--- src/rtl/mrh_pkg.sv ---
// ============================================================================
// mrh_pkg
// Types, constants and register indexes shared by the multiply-rotate hash.
// ============================================================================
package mrh_pkg;

	localparam logic [31:0] K01 = 32'h939b9659;
	localparam logic [31:0] K02 = 32'hab1e9755;
	localparam logic [31:0] K03 = 32'hb8b34b2b;
	localparam logic [31:0] K04 = 32'ha1e38b95;
	localparam logic [31:0] K05 = 32'hcc9e2d63;
	localparam logic [31:0] K06 = 32'h85ebcacb;
	localparam logic [31:0] K07 = 32'hd56153af;
	localparam logic [31:0] K08 = 32'h942524b1;
	localparam logic [31:0] K09 = 32'ha7a3b46d;
	localparam logic [31:0] K10 = 32'he8293dbb;
	localparam logic [31:0] K11 = 32'h7294d1a7;
	localparam logic [31:0] K12 = 32'h8a5ed6b9;
	localparam logic [31:0] K13 = 32'ha9d1ae7d;
	localparam logic [31:0] K14 = 32'hbd658ba9;
	localparam logic [31:0] K15 = 32'h96d6c7a5;
	localparam logic [31:0] K16 = 32'hb57246b7;

	// register indexes
	localparam logic [1:0] REG_SEED0 = 2'd0;
	localparam logic [1:0] REG_SEED1 = 2'd1;
	localparam logic [1:0] REG_SEED2 = 2'd2;

	typedef struct packed {
		logic [63:0] bytes_lo;
		logic [63:0] bytes_mid_lo;
		logic [63:0] bytes_mid_hi;
		logic [63:0] bytes_hi;
		logic [5:0]  bytes_valid;
		logic        last_item;
	} in_word_t;

	typedef struct packed {
		logic [31:0] hash_low;
		logic [31:0] hash_high;
	} out_word_t;

	// multiplier unit request: one product a cycle
	typedef struct packed {
		logic [31:0] a;
		logic [31:0] b;
	} mul_req_t;

	function automatic logic [31:0] rol(input logic [31:0] x, input int unsigned r);
		logic [63:0] d;
		d = {x, x} << r;
		return d[63:32];
	endfunction

endpackage

--- src/rtl/mrh_mul.sv ---
// ============================================================================
// mrh_mul
// Shared 32x32 multiplier, low 32 bits of the product, registered output.
// ============================================================================
module mrh_mul
	import mrh_pkg::*;
(
	input  logic        clk,
	input  mul_req_t    req,
	output logic [31:0] prod_q
);
	// registered low product
	always_ff @(posedge clk) begin
		prod_q <= 32'(req.a * req.b);
	end
endmodule

--- src/rtl/multiply_rotate_hash_64_unit.sv ---
// ============================================================================
// multiply_rotate_hash_64_unit
// Multiply-rotate hash over 32-byte words using one shared multiplier.
// ============================================================================
// channel | dir | handshake           | payload
// in      | in  | in_valid/in_ready   | in_word_t
// out     | out | out_valid/out_ready | out_word_t
// cfg     | in  | APB psel/penable    | seed_word0..2
// A word is accepted in ST_IDLE; the multiplier then takes one product a cycle
// and each product is captured in the next cycle. A full word runs the full
// block mix; a last word runs a tail step (empty or up to 4 bytes, up to 8, 16
// or 32), then finalization, then the load of the result register.
// A full last word adds the empty 4-byte tail. Reset clears the sequencer, mix
// words, data_seen and seeds; in_ready is low while a word is in work or while
// a finished hash waits for the result register to free up.
module multiply_rotate_hash_64_unit
	import mrh_pkg::*;
(
	input  logic        clk,
	input  logic        arst_n,
	input  logic        in_valid,
	output logic        in_ready,
	input  in_word_t    in_data,
	output logic        out_valid,
	input  logic        out_ready,
	output out_word_t   out_data,
	input  logic        psel,
	input  logic        penable,
	input  logic        pwrite,
	input  logic [3:0]  paddr,
	input  logic [31:0] pwdata,
	output logic [31:0] prdata,
	output logic        pready
);
	typedef enum logic [3:0] {
		ST_IDLE = 4'b0001,
		ST_RUN  = 4'b0010,
		ST_FILL = 4'b0100,
		ST_OUT  = 4'b1000
	} state_t;

	// micro-op: product = (x) * k; rows of a program selected by step count
	logic [31:0] seed0_q, seed1_q, seed2_q;
	logic [31:0] h1_q, h2_q, h3_q;
	logic        seen_q;
	state_t      st_q;
	in_word_t    it_q;
	logic [5:0]  n_q;
	logic [2:0]  mode_q;   // 0 full,1 mix4 const,2 mix4,3 mix8,4 mix16,5 mix32 tail,6 fin
	logic        last_q;
	logic [4:0]  pc_q;
	logic [31:0] t_q [0:11];
	logic [31:0] w [0:7];
	mul_req_t    req;
	logic [31:0] prod_q;
	logic [31:0] p;
	logic        done;
	out_word_t   out_q;
	logic        out_valid_q;
	logic        out_load;

	localparam logic [2:0] M_FULL = 3'd0, M_C4 = 3'd1, M_4 = 3'd2, M_8 = 3'd3,
		M_16 = 3'd4, M_32 = 3'd5, M_FIN = 3'd6;

	mrh_mul u_mul (.clk(clk), .req(req), .prod_q(prod_q));
	assign p = prod_q;

	// masked words of current item
	always_comb begin
		logic [255:0] raw, msk;
		raw = {it_q.bytes_hi, it_q.bytes_mid_hi, it_q.bytes_mid_lo, it_q.bytes_lo};
		msk = (mode_q == M_FULL) ? {256{1'b1}} : ~({256{1'b1}} << {n_q, 3'b000});
		raw = raw & msk;
		for (int i = 0; i < 8; i++) w[i] = raw[32*i +: 32];
	end

	// program: at each pc issue a multiply; products of a pair combine into t_q.
	// The product issued at pc is captured the next cycle; t_q[10] holds a pair's first product.
	always_comb begin
		req = '{a: 32'd0, b: 32'd0};
		done = 1'b0;
		case (mode_q)
		M_FULL, M_32: begin
			case (pc_q)
			5'd0:  req = '{h3_q ^ w[0], K01};
			5'd1:  req = '{rol(w[1], 16), K05};
			5'd2:  req = '{h3_q ^ w[1], K02};
			5'd3:  req = '{rol(w[2], 16), K06};
			5'd4:  req = '{h2_q ^ w[2], K03};
			5'd5:  req = '{rol(w[3], 16), K07};
			5'd6:  req = '{h2_q ^ w[3], K04};
			5'd7:  req = '{rol(w[4], 16), K08};
			// t0=va t1=vb t2=vc t3=vd
			5'd8:  req = '{w[4] ^ rol(h1_q ^ t_q[0], 15), K09};
			5'd9:  req = '{t_q[2] ^ rol(w[5], 16), K13};
			5'd10: req = '{w[5] ^ rol(t_q[3], 15), K10};
			5'd11: req = '{t_q[0] ^ rol(w[6], 16), K14};
			5'd12: req = '{w[6] ^ rol(t_q[1], 15), K11};
			5'd13: req = '{t_q[3] ^ rol(w[7], 16), K15};
			5'd14: req = '{w[7] ^ rol(h1_q ^ t_q[2], 15), K12};
			5'd15: req = '{t_q[1] ^ rol(w[0], 16), K16};
			// t4=v1 t5=v2 t6=v3 t7=v4
			5'd16: req = '{t_q[6] ^ rol(t_q[4], 15), K06};
			5'd17: req = '{(h3_q ^ t_q[7]) ^ rol(t_q[5], 16), K07};
			5'd19: req = '{t_q[8] ^ rol(t_q[5], 5) ^ rol(t_q[6], 15), K12};
			5'd20: req = '{(h2_q ^ t_q[4]) ^ rol(t_q[7], 16), K16};
			5'd22: req = '{h2_q ^ rol(h3_q, 15), K05};
			5'd23: req = '{h3_q ^ rol(h2_q, 16), K06};
			5'd25: done = 1'b1;
			default: ;
			endcase
		end
		M_16: begin
			case (pc_q)
			5'd0: req = '{h1_q ^ w[0], K01};
			5'd1: req = '{rol(w[1], 16), K05};
			5'd2: req = '{h1_q ^ w[1], K02};
			5'd3: req = '{rol(w[2], 16), K06};
			5'd4: req = '{h2_q ^ w[2], K03};
			5'd5: req = '{rol(w[3], 16), K07};
			5'd6: req = '{h2_q ^ w[3], K04};
			5'd7: req = '{rol(w[0], 16), K08};
			// t0=v1 t1=v2 t2=v3 t3=v4
			5'd8: req = '{t_q[2] ^ rol(t_q[0], 15), K06};
			5'd9: req = '{(h3_q ^ t_q[3]) ^ rol(t_q[1], 16), K07};
			5'd11: req = '{t_q[8] ^ rol(t_q[1], 5) ^ rol(t_q[2], 15), K04};
			5'd12: req = '{(h2_q ^ t_q[0]) ^ rol(t_q[3], 16), K08};
			5'd14: done = 1'b1;
			default: ;
			endcase
		end
		M_8: begin
			case (pc_q)
			5'd0: req = '{h1_q ^ w[0], K01};
			5'd1: req = '{rol(w[1], 16), K03};
			5'd2: req = '{h2_q ^ w[1], K02};
			5'd3: req = '{rol(w[0], 16), K04};
			// t0=v1 t1=v2, v2 lands at the end of pc 4
			5'd5: req = '{(h3_q ^ t_q[0]) ^ rol(t_q[1], 15), K07};
			5'd6: req = '{t_q[1] ^ rol(t_q[0], 16), K08};
			5'd8: req = '{h2_q ^ rol(t_q[0], 15), K01};
			5'd9: req = '{t_q[8] ^ rol(t_q[1], 16), K03};
			5'd11: done = 1'b1;
			default: ;
			endcase
		end
		M_4, M_C4: begin
			case (pc_q)
			5'd0: req = '{h1_q ^ t_q[9], K01};
			5'd1: req = '{h3_q ^ rol(t_q[9], 16), K03};
			5'd3: req = '{h2_q ^ rol(t_q[9], 15), K02};
			5'd4: req = '{t_q[9] ^ rol(t_q[8], 16), K04};
			5'd6: done = 1'b1;
			default: ;
			endcase
		end
		default: begin // finalization
			case (pc_q)
			5'd0: req = '{h1_q ^ rol(~h2_q, 2) ^ rol(h3_q, 15), K11};
			5'd1: req = '{h3_q ^ rol(h2_q, 16), K10};
			5'd3: req = '{h3_q ^ rol(t_q[8], 2) ^ rol(h2_q, 15), K15};
			5'd4: req = '{h2_q ^ rol(t_q[8], 16), K14};
			5'd6: done = 1'b1;
			default: ;
			endcase
		end
		endcase
	end

	// which product is captured: pc-1
	logic [4:0] pm1;
	assign pm1 = pc_q - 5'd1;

	assign in_ready  = (st_q == ST_IDLE);
	assign out_valid = out_valid_q;
	assign out_data  = out_q;
	assign out_load  = (st_q == ST_OUT) && (!out_valid_q || out_ready);
	assign pready    = 1'b1;

	// config read mux
	always_comb begin
		case (paddr[3:2])
		REG_SEED0: prdata = seed0_q;
		REG_SEED1: prdata = seed1_q;
		REG_SEED2: prdata = seed2_q;
		default:   prdata = 32'd0;
		endcase
	end

	// seed registers
	always_ff @(posedge clk or negedge arst_n) begin
		if (!arst_n) begin
			seed0_q <= '0; seed1_q <= '0; seed2_q <= '0;
		end else if (psel && penable && pwrite) begin
			case (paddr[3:2])
			REG_SEED0: seed0_q <= pwdata;
			REG_SEED1: seed1_q <= pwdata;
			REG_SEED2: seed2_q <= pwdata;
			default: ;
			endcase
		end
	end

	// tail mode select from count
	function automatic logic [2:0] tail_mode(input logic [5:0] n, input logic seen);
		if (!seen && n == 6'd0) return M_C4;
		if (n <= 6'd4) return M_4;
		if (n <= 6'd8) return M_8;
		if (n <= 6'd16) return M_16;
		return M_32;
	endfunction

	// sequencer
	always_ff @(posedge clk or negedge arst_n) begin
		logic [5:0] nv;
		logic [31:0] a1, a2, a3;
		if (!arst_n) begin
			st_q <= ST_IDLE; seen_q <= 1'b0; pc_q <= '0; mode_q <= M_FIN;
			last_q <= 1'b0; n_q <= '0; it_q <= '0;
			h1_q <= '0; h2_q <= '0; h3_q <= '0;
			for (int i = 0; i < 12; i++) t_q[i] <= '0;
		end else begin
			case (st_q)
			ST_IDLE: if (in_valid) begin
				nv = (in_data.bytes_valid > 6'd32) ? 6'd32 : in_data.bytes_valid;
				if (in_data.last_item || nv == 6'd32) begin
					it_q <= in_data;
					last_q <= in_data.last_item;
					a1 = seen_q ? h1_q : seed0_q;
					a2 = seen_q ? h2_q : seed1_q;
					a3 = seen_q ? h3_q : seed2_q;
					h3_q <= a3;
					pc_q <= '0;
					if (nv == 6'd32) begin
						mode_q <= M_FULL; n_q <= 6'd32; h1_q <= a1 + 32'd32; h2_q <= a2;
					end else begin
						n_q <= nv;
						mode_q <= tail_mode(nv, seen_q);
						if (!seen_q && nv == 6'd0) begin
							h1_q <= a1; h2_q <= a2; t_q[9] <= K01;
						end else begin
							h1_q <= a1 + 32'(nv); h2_q <= a2 - 32'(nv);
							// first tail word, bytes past the count cleared
							t_q[9] <= (nv >= 6'd4) ? in_data.bytes_lo[31:0] :
								in_data.bytes_lo[31:0] &
								~(32'hffffffff << {nv[1:0], 3'b000});
						end
					end
					st_q <= ST_RUN;
				end
			end
			ST_RUN: begin
				pc_q <= done ? 5'd0 : pc_q + 5'd1;
				if (pc_q != 5'd0) begin
					// capture product issued last cycle, combining pairs
					case (mode_q)
					M_FULL, M_32: begin
						if (pm1 < 5'd16 && pm1[0]) t_q[{1'b0, pm1[3:1]}] <= t_q[10] + p;
						else if (pm1 == 5'd17) t_q[8] <= rol(t_q[10] ^ p, 7);
						else if (pm1 == 5'd20) h2_q <= t_q[10] ^ p;
						else if (pm1 == 5'd23) h1_q <= h1_q ^ t_q[10] ^ p;
						else t_q[10] <= p;
						if (pm1 == 5'd18) h3_q <= t_q[8];
						if (pm1 == 5'd21 && mode_q == M_32) begin
							st_q <= ST_FILL; // tail block: skip fold
						end
					end
					M_16: begin
						if (pm1 < 5'd8 && pm1[0]) t_q[{1'b0, pm1[3:1]}] <= t_q[10] + p;
						else if (pm1 == 5'd9) t_q[8] <= rol(t_q[10] ^ p, 7);
						else if (pm1 == 5'd12) h2_q <= t_q[10] ^ p;
						else t_q[10] <= p;
						if (pm1 == 5'd10) h3_q <= t_q[8];
					end
					M_8: begin
						if (pm1 < 5'd4 && pm1[0]) t_q[{1'b0, pm1[3:1]}] <= t_q[10] + p;
						else if (pm1 == 5'd6) t_q[8] <= rol(t_q[10] ^ p, 7);
						else if (pm1 == 5'd9) h2_q <= t_q[10] ^ p;
						else t_q[10] <= p;
						if (pm1 == 5'd7) h3_q <= t_q[8];
					end
					M_4, M_C4: begin
						if (pm1 == 5'd1) t_q[8] <= rol(t_q[10] + p, 7);
						else if (pm1 == 5'd4) h2_q <= t_q[10] ^ p;
						else t_q[10] <= p;
						if (pm1 == 5'd2) h3_q <= t_q[8];
					end
					default: begin
						if (pm1 == 5'd1) begin t_q[8] <= t_q[10] ^ p; h1_q <= t_q[10] ^ p; end
						else if (pm1 == 5'd4) h2_q <= t_q[10] ^ p;
						else t_q[10] <= p;
					end
					endcase
				end
				if (done) begin
					if (mode_q == M_FULL) begin
						seen_q <= 1'b1;
						if (last_q) begin
							n_q <= '0; mode_q <= M_4; t_q[9] <= 32'd0;
						end else st_q <= ST_IDLE;
					end else if (mode_q == M_FIN) begin
						st_q <= ST_OUT; seen_q <= 1'b0;
					end else mode_q <= M_FIN;
				end
			end
			ST_FILL: begin
				// mix32 of tail done: go finalize
				pc_q <= '0; mode_q <= M_FIN; st_q <= ST_RUN;
			end
			ST_OUT: if (out_load) st_q <= ST_IDLE;
			default: st_q <= ST_IDLE;
			endcase
		end
	end

	// result register: loaded when a hash is done and the register is free
	always_ff @(posedge clk or negedge arst_n) begin
		if (!arst_n) begin
			out_q <= '0; out_valid_q <= 1'b0;
		end else if (out_load) begin
			out_q <= '{hash_low: h1_q, hash_high: h2_q};
			out_valid_q <= 1'b1;
		end else if (out_ready) begin
			out_valid_q <= 1'b0;
		end
	end

	// sequencer state stays one-hot
	a_onehot: assert property (@(posedge clk) disable iff (!arst_n) $onehot(st_q))
		else $error("sequencer state not one-hot");
	a_out_hold: assert property (@(posedge clk) disable iff (!arst_n)
		out_valid && !out_ready |=> out_valid && $stable(out_data))
		else $error("result changed while stalled");
	a_seen_clr: assert property (@(posedge clk) disable iff (!arst_n)
		(st_q == ST_OUT) |-> !seen_q) else $error("data_seen not cleared");
endmodule

--- config.mk ---
export PLATFORM = sky130hd
export DESIGN_NAME = multiply_rotate_hash_64_unit
export DESIGN_NICKNAME = d
export VERILOG_FILES = /design/src/rtl/mrh_pkg.sv /design/src/rtl/mrh_mul.sv /design/src/rtl/multiply_rotate_hash_64_unit.sv
export SDC_FILE = /design/constraint.sdc
export NUM_CORES = 2
export LEC_CHECK = 0
export BUFFER_PORTS_ARGS = -buffer_cell sky130_fd_sc_hd__buf_2
export CAP_MARGIN = 10
export CORE_MARGIN = 2
export CORE_UTILIZATION = 27
export DETAILED_ROUTE_END_ITERATION = 8
export GPL_TIMING_DRIVEN = 0
export PLACE_DENSITY = 0.48
export SYNTH_ARGS = -nofsm -noshare
export SYNTH_HDL_FRONTEND = slang
export SYNTH_SLANG_ARGS = --single-unit
--- constraint.sdc ---
create_clock -name clk -period 14.8 [get_ports clk]
set_clock_uncertainty 0.15 [all_clocks]
set_input_delay 1.48 -clock clk [delete_from_list [all_inputs] [get_ports clk]]
set_output_delay 1.48 -clock clk [all_outputs]
set_load 0.03 [all_outputs]
==> results.cfg <==
[die]
die_h_microns = 559
die_area_sq_mm = 0.312
num_io_pins = 405
placementRows = 203
core_sq_mm = 0.306
start_util_pct = 27.2
die_width_microns = 559

[drt]
drc = 0
postRouteAntennaNets = 0
dr.first_iter.drc_count = 14459
routed-via-count = 89517
wire_per_inst_microns = 52.5
wl_mm = 758
dr.pass1.iters = 7
vias_per_cell = 6.20

[min_path]
hold_class = register to register
whs_path_depth = 2
hold_start = out_data[62]$_DFFE_PN0P_
min_delay_worst_endpoint = out_data[62]$_DFFE_PN0P_

[logic_synthesis]
synth.distinct_cells = 112
synthMuxAreaShare_pct = 8.52
synth_nets = 10238
synth_compound_area_share_pct = 16.7
syn_area_sq_mm = 0.0832
yosys.area_share.simple_pct = 11.4
synth_edf_count = 0
ys.flop_type = dfrtp_1
synthCells = 9347
synth-xor-area-share_pct = 16.5
async_flop_share_pct = 96.5
synth_top_family_by_area = compound AO/OA/AOI/OAI gates
ys_seq_area_share_pct = 27.4
ys_warn_count = 0
ys_seq_elements = 917
synthAdderAreaFrac_pct = 12.5
avgSynthCellArea_sq_um = 8.90

[worst_setup_path]
regToRegSetupSlack_ps = -340
critPathSlowestCell = clkbuf_1
crit_arrival_ps = 15670
cp.required_ps = 15340
cp-start-kind = register
end_kind = register
r2r_start = pc_q[1]$_DFFE_PN0P_
cp_common_cell = fa_1
worstSetupPathType = register to register
reg2reg_depth = 35
startpoint = pc_q[1]$_DFFE_PN0P_
worstPathMaxFanout = 10
critPathMaxStageDelay_ps = 1040
timing.rr.end = u_mul.prod_q[31]$_DFF_P_

[global_routing]
grt_first_pass_wirelength_mm = 949
grt_max_degree = 117
antenna_found_initial = 156
grt_pass1_vias = 83790
grtUsageTotal_pct = 47.1
overflow = 0

[timing]
worst_pin_slew_ps = 1820
relSlewSlack_pct = -21.4
final_max_slew_viol_count = 29
hold_slack_ps = 332
rsz0062_at_grt = yes
setup_ws_ps = -336
setup_viol = 3
finalCritPeriodShare_pct = 102
fin_crit_ps = 15140
max_freq_ghz = 0.0661
hold_viol_final = 0

[cts]
root_buffer = clkbuf_16
hold_buffers = 0
cts.htree.levels = 3
cts_inserted_buffers = 115
clockBufferDepth = 4
cts_tree = built
clock_latency_ps = 940
clkSinkCount = 917
path_clk_slew_ps = 60

[cells_and_area]
final_cell_mix = xnor2_1 (1008), nand2_1 (952), dfrtp_1 (882)
mostFrequentLayoutCell = xnor2_1
drive_gt1_share_pct = 19.0
area_delta_synth_final_pct = 20.3
fin_nets = 11021

[place]
io_buffers = 398
place.gp.congestion = 1.10
dp_slack_ps = -1950
hpwl_mm = 615

[status]
violations = max-capacitance violations, max-slew violations, negative setup slack
status = complete, but fails checks

[run]
cap_violations = 6
[flip-flops by register name, indices dropped and copies added (netlist names), 5 cells and up]
| name | cells |
|---|---|
| seed1_q | 32 |
| h2_q | 32 |
| u_mul.prod_q | 32 |
| h1_q | 32 |
| pc_q | 5 |
| seed2_q | 32 |
| seed0_q | 32 |
| n_q | 6 |
| t_q | 352 |
| out_data | 64 |
| h3_q | 32 |
| it_q | 256 |
[worst max-delay path, delay by kind of cell, from the launching register on]
| kind | cells | cell delay [ps] |
|---|---|---|
| buffers and inverters | 12 | 5600 |
| AOI/OAI and AO/OA | 5 | 1970 |
| DFF | 1 | 470 |
| adders and majority gates | 10 | 5040 |
| and+or+nand+nor | 7 | 1270 |
| xor gates and xnor gates | 1 | 310 |
[how the worst max path moves through the flow]
stage	end	slack [ps]	cells after the start
after floorplan	u_mul.prod_q[30]$_DFF_P_	4600	42
after global placement	it_q[139]$_DFFE_PN0P_	-8220	1
after detailed placement	u_mul.prod_q[31]$_DFF_P_	-1950	38
after CTS	u_mul.prod_q[31]$_DFF_P_	90	39
after global routing	u_mul.prod_q[31]$_DFF_P_	-40	41
final	u_mul.prod_q[31]$_DFF_P_	-340	35
[timing repair]
| action | 4_1_cts | 5_1_grt |
|---|---|---|
| resized for setup | 36 | 62 |
| endpoints found under the setup margin | 16 | 4 |
| pin swaps | 1 | 1 |
| setup buffers | 2 | 4 |
[metal layers]
layer | vias up | routed length [microns] | GRT usage, %
met2 | 7502 | 295000 | 63.4
met5 | - | 259 | 0.0152
met4 | 38 | 70500 | 37.0
met3 | 1971 | 92200 | 19.4
li1 | 33639 | - | -
met1 | 46367 | 300000 | 58.8
[cell type report]
type / count / area (sq um)
Fill cell: 32146 / 206000
Sequential cell: 917 / 22800
Clock buffer: 162 / 3290
Tap cell: 4100 / 5130
Inverter: 613 / 2310
Multi-Input combinational cell: 6962 / 55400
Buffer: 842 / 3710
Timing Repair Buffer: 679 / 6460
Antenna cell: 124 / 310
Clock inverter: 50 / 619
[cells in the mapped netlist, types with 90 or more instances]
cell,n,share of area (%)
a21oi_1,286,1.7
a221oi_1,95,1.0
a31oi_1,112,0.84
buf_1,121,0.55
buf_2,104,0.63
clkbuf_1,611,2.8
dfrtp_1,882,27
fa_1,411,9.9
ha_1,174,2.6
inv_1,609,2.7
mux2_2,522,7.1
mux2i_1,121,1.5
nand2_1,953,4.3
nand2b_1,90,0.68
nand3_1,117,0.70
nor2_1,491,2.2
o21ai_0,640,3.9
o22ai_1,206,1.5
xnor2_1,1032,11
xor2_1,510,5.4
[cell families (layout without fill, tap and decap cells)]
family / after synthesis / count (layout)
AOI/OAI and AO/OA: 2092 / 2092
and+or+nand+nor: 2087 / 2087
xor gates and xnor gates: 1552 / 1552
buffers and inverters: 1468 / 2346
DFF: 917 / 917
muxes: 643 / 643
adders and majority gates: 587 / 587
other: 1 / 125
[stage by stage]
| stage | cells | util (%) | instance area (sq um) | TNS [ps] |
|---|---|---|---|---|
| detailed placement | 14106 | 31.2 | 95400 | -12320 |
| global placement | 13845 | 29.5 | 90300 | -7026390 |
| finish | 14449 | 32.7 | 100000 | -814 |
| CTS | 14311 | 32.5 | 99400 | 0 |
| floorplan | 9347 | - | 83200 | 0 |
| global route | 14333 | 32.6 | 99800 | -37.8 |
Power is not shown: default switching activity piles up to over one toggle a cycle in this logic, so the estimate is an artifact.
